==> config.mk <==
export PLATFORM = sky130hd
export DESIGN_NAME = ctp_control
export DESIGN_NICKNAME = d
export VERILOG_FILES = /design/src/ctp_pkg.sv /design/src/ctp_control.sv
export SDC_FILE = /design/constraint.sdc
export NUM_CORES = 1
export LEC_CHECK = 0
export ABC_CLOCK_PERIOD_IN_PS = 2400
export BUFFER_PORTS_ARGS = -buffer_cell sky130_fd_sc_hd__clkbuf_2
export CORE_AREA = 4 4 41 43
export CTS_CLUSTER_SIZE = 12
export DETAILED_ROUTE_END_ITERATION = 8
export DIE_AREA = 0 0 45 47
export MAX_ROUTING_LAYER = met4
export PLACE_DENSITY_LB_ADDON = 0.2
export SLEW_MARGIN = 20
export SYNTH_ARGS = -nofsm -noshare
export SYNTH_HDL_FRONTEND = slang
export SYNTH_SLANG_ARGS = --single-unit
export TNS_END_PERCENT = 50
==> constraint.sdc <==
create_clock -name clock -period 2.4 [get_ports clock]
set_input_delay 0.24 -clock clock [delete_from_list [all_inputs] [get_ports clock]]
set_output_delay 0.24 -clock clock [all_outputs]
set_load 0.005 [all_outputs]
==> src/ctp_pkg.sv <==
// Shared constants, codes and controller/datapath interface types for the trail buffer.
package ctp_pkg;

   // Ring depth, a power of two
   localparam int RING_DEPTH = 256;
   localparam int RING_AW    = $clog2(RING_DEPTH);
   localparam int CNT_W      = RING_AW + 1;

   localparam logic [17:0] CULL_PAD          = 18'd220;
   localparam logic [31:0] POLL_NORMAL_MS    = 32'd24;
   localparam logic [31:0] POLL_LOWLAT_MS    = 32'd32;
   localparam logic [10:0] LOWLAT_DUR_CAP    = 11'd180;
   localparam logic [15:0] LOWLAT_POINT_CAP  = 16'd24;
   localparam logic [10:0] DUR_MIN           = 11'd80;
   localparam logic [10:0] DUR_MAX           = 11'd2000;
   localparam logic [15:0] CAP_MIN           = 16'd2;
   localparam logic [15:0] CAP_MAX           = 16'd240;
   localparam logic [4:0]  DIV_STEPS         = 5'd16;

   localparam logic [2:0] MODE_MOVE  = 3'd0;
   localparam logic [2:0] MODE_TICK  = 3'd1;
   localparam logic [2:0] MODE_CLEAR = 3'd2;
   localparam logic [2:0] MODE_CULL  = 3'd3;
   localparam logic [2:0] MODE_READ  = 3'd4;

   localparam logic [1:0] CSR_DURATION = 2'd0;
   localparam logic [1:0] CSR_CAP      = 2'd1;
   localparam logic [1:0] CSR_LOWLAT   = 2'd2;

   typedef struct packed {
      logic load;
      logic move;
      logic tick_sample;
      logic clear;
      logic exp_read;
      logic exp_drop;
      logic cull_point;
      logic walk_start;
      logic walk_step;
      logic cull_cmp;
      logic entry_read;
      logic div_init;
      logic div_step;
      logic respond;
   } cmd_type;

   typedef struct packed {
      logic [2:0] mode;
      logic       expired;
      logic       rect_bad;
      logic       count_zero;
      logic       idx_ok;
      logic       have_fallback;
      logic       walk_done;
      logic       div_busy;
   } status_type;

endpackage

==> src/ctp_control.sv <==
// Controller state machine of the trail buffer.
module ctp_control (
   input  logic                clock,
   input  logic                reset,
   input  logic                start,
   output logic                busy,
   input  ctp_pkg::status_type st,
   output ctp_pkg::cmd_type    cmd
);

   localparam logic [3:0] S_IDLE     = 4'd0;
   localparam logic [3:0] S_DISPATCH = 4'd1;
   localparam logic [3:0] S_EXP_RD   = 4'd2;
   localparam logic [3:0] S_EXP_CHK  = 4'd3;
   localparam logic [3:0] S_WALK     = 4'd4;
   localparam logic [3:0] S_CMP      = 4'd5;
   localparam logic [3:0] S_RD_WAIT  = 4'd6;
   localparam logic [3:0] S_DIV      = 4'd7;
   localparam logic [3:0] S_RESP     = 4'd8;

   logic [3:0] state_ff, state_in;

   always_comb begin
      cmd      = '0;
      state_in = state_ff;
      case (state_ff)
         S_IDLE: begin
            if (start) begin
               cmd.load = 1'b1;
               state_in = S_DISPATCH;
            end
         end
         S_DISPATCH: begin
            state_in = S_RESP;
            case (st.mode)
               ctp_pkg::MODE_MOVE:  cmd.move = 1'b1;
               ctp_pkg::MODE_TICK: begin
                  cmd.tick_sample = 1'b1;
                  state_in        = S_EXP_RD;
               end
               ctp_pkg::MODE_CLEAR: cmd.clear = 1'b1;
               ctp_pkg::MODE_CULL: begin
                  if (!st.rect_bad) begin
                     if (!st.count_zero) begin
                        cmd.walk_start = 1'b1;
                        state_in       = S_WALK;
                     end else if (st.have_fallback) begin
                        cmd.cull_point = 1'b1;
                        state_in       = S_CMP;
                     end
                  end
               end
               ctp_pkg::MODE_READ: begin
                  if (st.idx_ok) begin
                     cmd.entry_read = 1'b1;
                     state_in       = S_RD_WAIT;
                  end
               end
               default: ;
            endcase
         end
         S_EXP_RD: begin
            if (st.count_zero) state_in = S_RESP;
            else begin
               cmd.exp_read = 1'b1;
               state_in     = S_EXP_CHK;
            end
         end
         S_EXP_CHK: begin
            if (st.expired) begin
               cmd.exp_drop = 1'b1;
               state_in     = S_EXP_RD;
            end else begin
               state_in = S_RESP;
            end
         end
         S_WALK: begin
            cmd.walk_step = 1'b1;
            if (st.walk_done) state_in = S_CMP;
         end
         S_CMP: begin
            cmd.cull_cmp = 1'b1;
            state_in     = S_RESP;
         end
         S_RD_WAIT: begin
            cmd.div_init = 1'b1;
            state_in     = S_DIV;
         end
         S_DIV: begin
            if (st.div_busy) cmd.div_step = 1'b1;
            else             state_in     = S_RESP;
         end
         S_RESP: begin
            cmd.respond = 1'b1;
            state_in    = S_IDLE;
         end
         default: state_in = S_IDLE;
      endcase
   end

   always_ff @(posedge clock) begin
      if (reset) state_ff <= S_IDLE;
      else       state_ff <= state_in;
   end

   assign busy = (state_ff != S_IDLE);

   a_load_then_dispatch: assert property (@(posedge clock) disable iff (reset)
      (start && !busy) |=> state_ff == S_DISPATCH)
      else $error("accepted item not dispatched");
   a_respond_then_idle: assert property (@(posedge clock) disable iff (reset)
      cmd.respond |=> !busy)
      else $error("no return to idle after response");
   a_one_ring_op: assert property (@(posedge clock) disable iff (reset)
      $countones({cmd.tick_sample, cmd.exp_drop, cmd.clear}) <= 1)
      else $error("conflicting ring pointer updates");

endmodule

==> flow_summary.ini <==
[setup_path]
critPathMaxFanout = 15
critical_path_class = flop to output port
setup.worst_path.end_class = output port
crit_buf_inv = 1
critPathMaxStageDelay_ps = 660
crit_required_ps = 2160
path_cells = or4b_4 -> nor4_4 -> and3_1 -> clkbuf_2
cp_top_family = simple AND/OR/NAND/NOR gates
crit_arrival_ps = 1920
worstSetupStartpointType = flop
slowest_stage = or4b_4

[global_route]
gr-total-overflow = 0
antenna_found_initial = 0
grt_usage_pct = 13.2
grt_pass1_vias = 487
grt_pass1_wl_um = 1990
grt_max_degree = 16

[drt]
m1WireLength_um = 596
wl_per_cell_um = 12.1
drtIter0Drc = 12
viasPerCell = 5.37
wl_met3_um = 47
wl_um = 1290
first_pass_iters = 4
vias = 569
drc = 0
wl_met2_um = 614
ant_nets = 0
top_layer_used = met4

[synth]
synthFlopType = dfxtp_1
syn_nets = 78
synth_top_area_share_pct = 16.2
synth_warnings = 0
synth_area_leaders = dfxtp_1, nor2b_1, nand2b_1
synth_top_cell_by_area = dfxtp_1
synthCells = 65
synth_edf_count = 0
ys_ff_latch = 4
async_reset_ff_share_pct = 0
synth_area_um2 = 493
synthTopCellsByCount = nor2_1, nor2b_1, a21oi_1, dfxtp_1, nand2b_1
ys_seq_area_share_pct = 16.2
syn_area_per_cell_um2 = 7.58
synth_cell_type_count = 33

[run]
maxCapViolCount = 0

[floorplan]
row_count = 13
pin_count = 28
coreArea_um2 = 1300
die_y_um = 47
start_util_pct = 37.9
die_width_um = 45
die_area_um2 = 2120

[sta]
period_needed_ps = 2160
tightest_slew_ps = 446
final_hold_viol_count = 0
slew_headroom_pct = 69.9
rsz0062_at_grt = false
tns_ps = 0
max_freq_mhz = 462
fin_crit_sh_pct = 90.2
slew_violations = 0
skew_ps = 2.89
setup_viol = 0

[cells_and_area]
regMostFlops = state_ff
largest_register_ffs = 4
syn_to_final_growth_pct = 30.2
instances_no_fill = 106
top_regs = state_ff x4
antenna_cells = 0
fin_nets = 106
fin_util_pct = 49.3
layout-drive-gt1-share_pct = 37.4

[clock_tree]
clock_latency_ps = 230
hold_buffers = 0
max-clock-path-buffers = 2
cts_max_level = 1
cts_resized = 0
clkSinkCount = 4
cts_setup_buffers = 0
cts_buffers = 3
path_clk_slew_ps = 40
clockRootBuffer = clkbuf_4
cts_tree = done

[min_path]
hold_path.class = primary input to flop

[power]
power.leakage_uw = 0.000309
powerDensity_nw_per_um2 = 559
vdd_drop_max_uv = 314

[placed_design]
dp.cells = 103
port_buffers = 27
place.detailed.hpwl_um = 1040
place.gp.congestion = 0.774

[status]
status = completed
## logic make-up (layout without fill, tap and decap cells)
family	Yosys count	in the layout	share of synthesized area, %
flops	4	4	16.2
buf+inv	7	33	8.63
compound gates	18	18	23.9
simple gates	36	36	51.3
## final cells by class
type | instances | area (µm²)
fillers | 143 | 659
multi-input cells | 54 | 370
repair buffers | 28 | 143
flip-flops and latches | 4 | 80.1
clock buffers | 3 | 22.5
well taps | 15 | 18.8
inverters | 2 | 7.51
## metrics by stage
| stage | hold WS [ps] | setup slack, ps | power (µW) | area [µm²] |
|---|---|---|---|---|
| after global placement | 555 | 510 | 279 | 619 |
| after detailed placement | 548 | 473 | 279 | 619 |
| after CTS | 303 | 222 | 363 | 642 |
| after floorplan | 354 | 670 | 232 | 493 |
| final | 314 | 236 | 359 | 642 |
| after global routing | 329 | 126 | 389 | 642 |
## path summary, 6_finish.rpt
| kind | start | cells past startpoint | endpoint | slack (ps) |
|---|---|---|---|---|
| worst max-delay path | state_ff[1] | 4 | cmd[7] | 240 |
| worst max register to register | state_ff[1] | 4 | state_ff[0] | 680 |
| worst min register to register | state_ff[3] | 2 | state_ff[3] | 690 |
| worst min-delay path | reset | 2 | state_ff[1] | 310 |
## cells in the final DEF (no fill, tap or decap)
cell type  count
or4b_4         1
inv_1          2
or3_1          1
a211o_1        2
o21ai_0        3
nor4_4         1
nor3_1         2
nor3b_1        1
o31ai_1        1
and2b_1        1
nor4_1         2
nor4b_4        1
and4_1         1
nand3_1        1
clkbuf_4       3
nor2_1         6
buf_4          1
nand2b_1       4
and3_1         2
dfxtp_1        4
nand2_1        3
a21oi_1        4
nor4bb_1       1
nor2b_1        6
a21o_1         2
o21a_1         1
a31oi_1        1
a311o_1        1
nor4b_1        2
o21ai_1        1
clkbuf_2      27
a211oi_1       1
o22ai_1        1
## report_power, final
part	leakage (µW)	internal [µW]	switching, µW
combinational	0.000263	85.6	89.7
clock	0.0000138	55.8	25.1
sequential	0.0000327	79.0	23.5
## layer usage
layer	vias up	GRT usage, %
met5	-	-
li1	295	-
met3	4	3.07
met1	257	15.9
met4	0	8.19
met2	13	19.8
## worst reg2reg max path: cells and delay by family, from the launching register on
family	cells	cell delay, ps
AND/OR/NAND/NOR	2	950
flip-flops	1	440
AO/OA/AOI/OAI	2	270
Power figures use the tool's default switching activity.
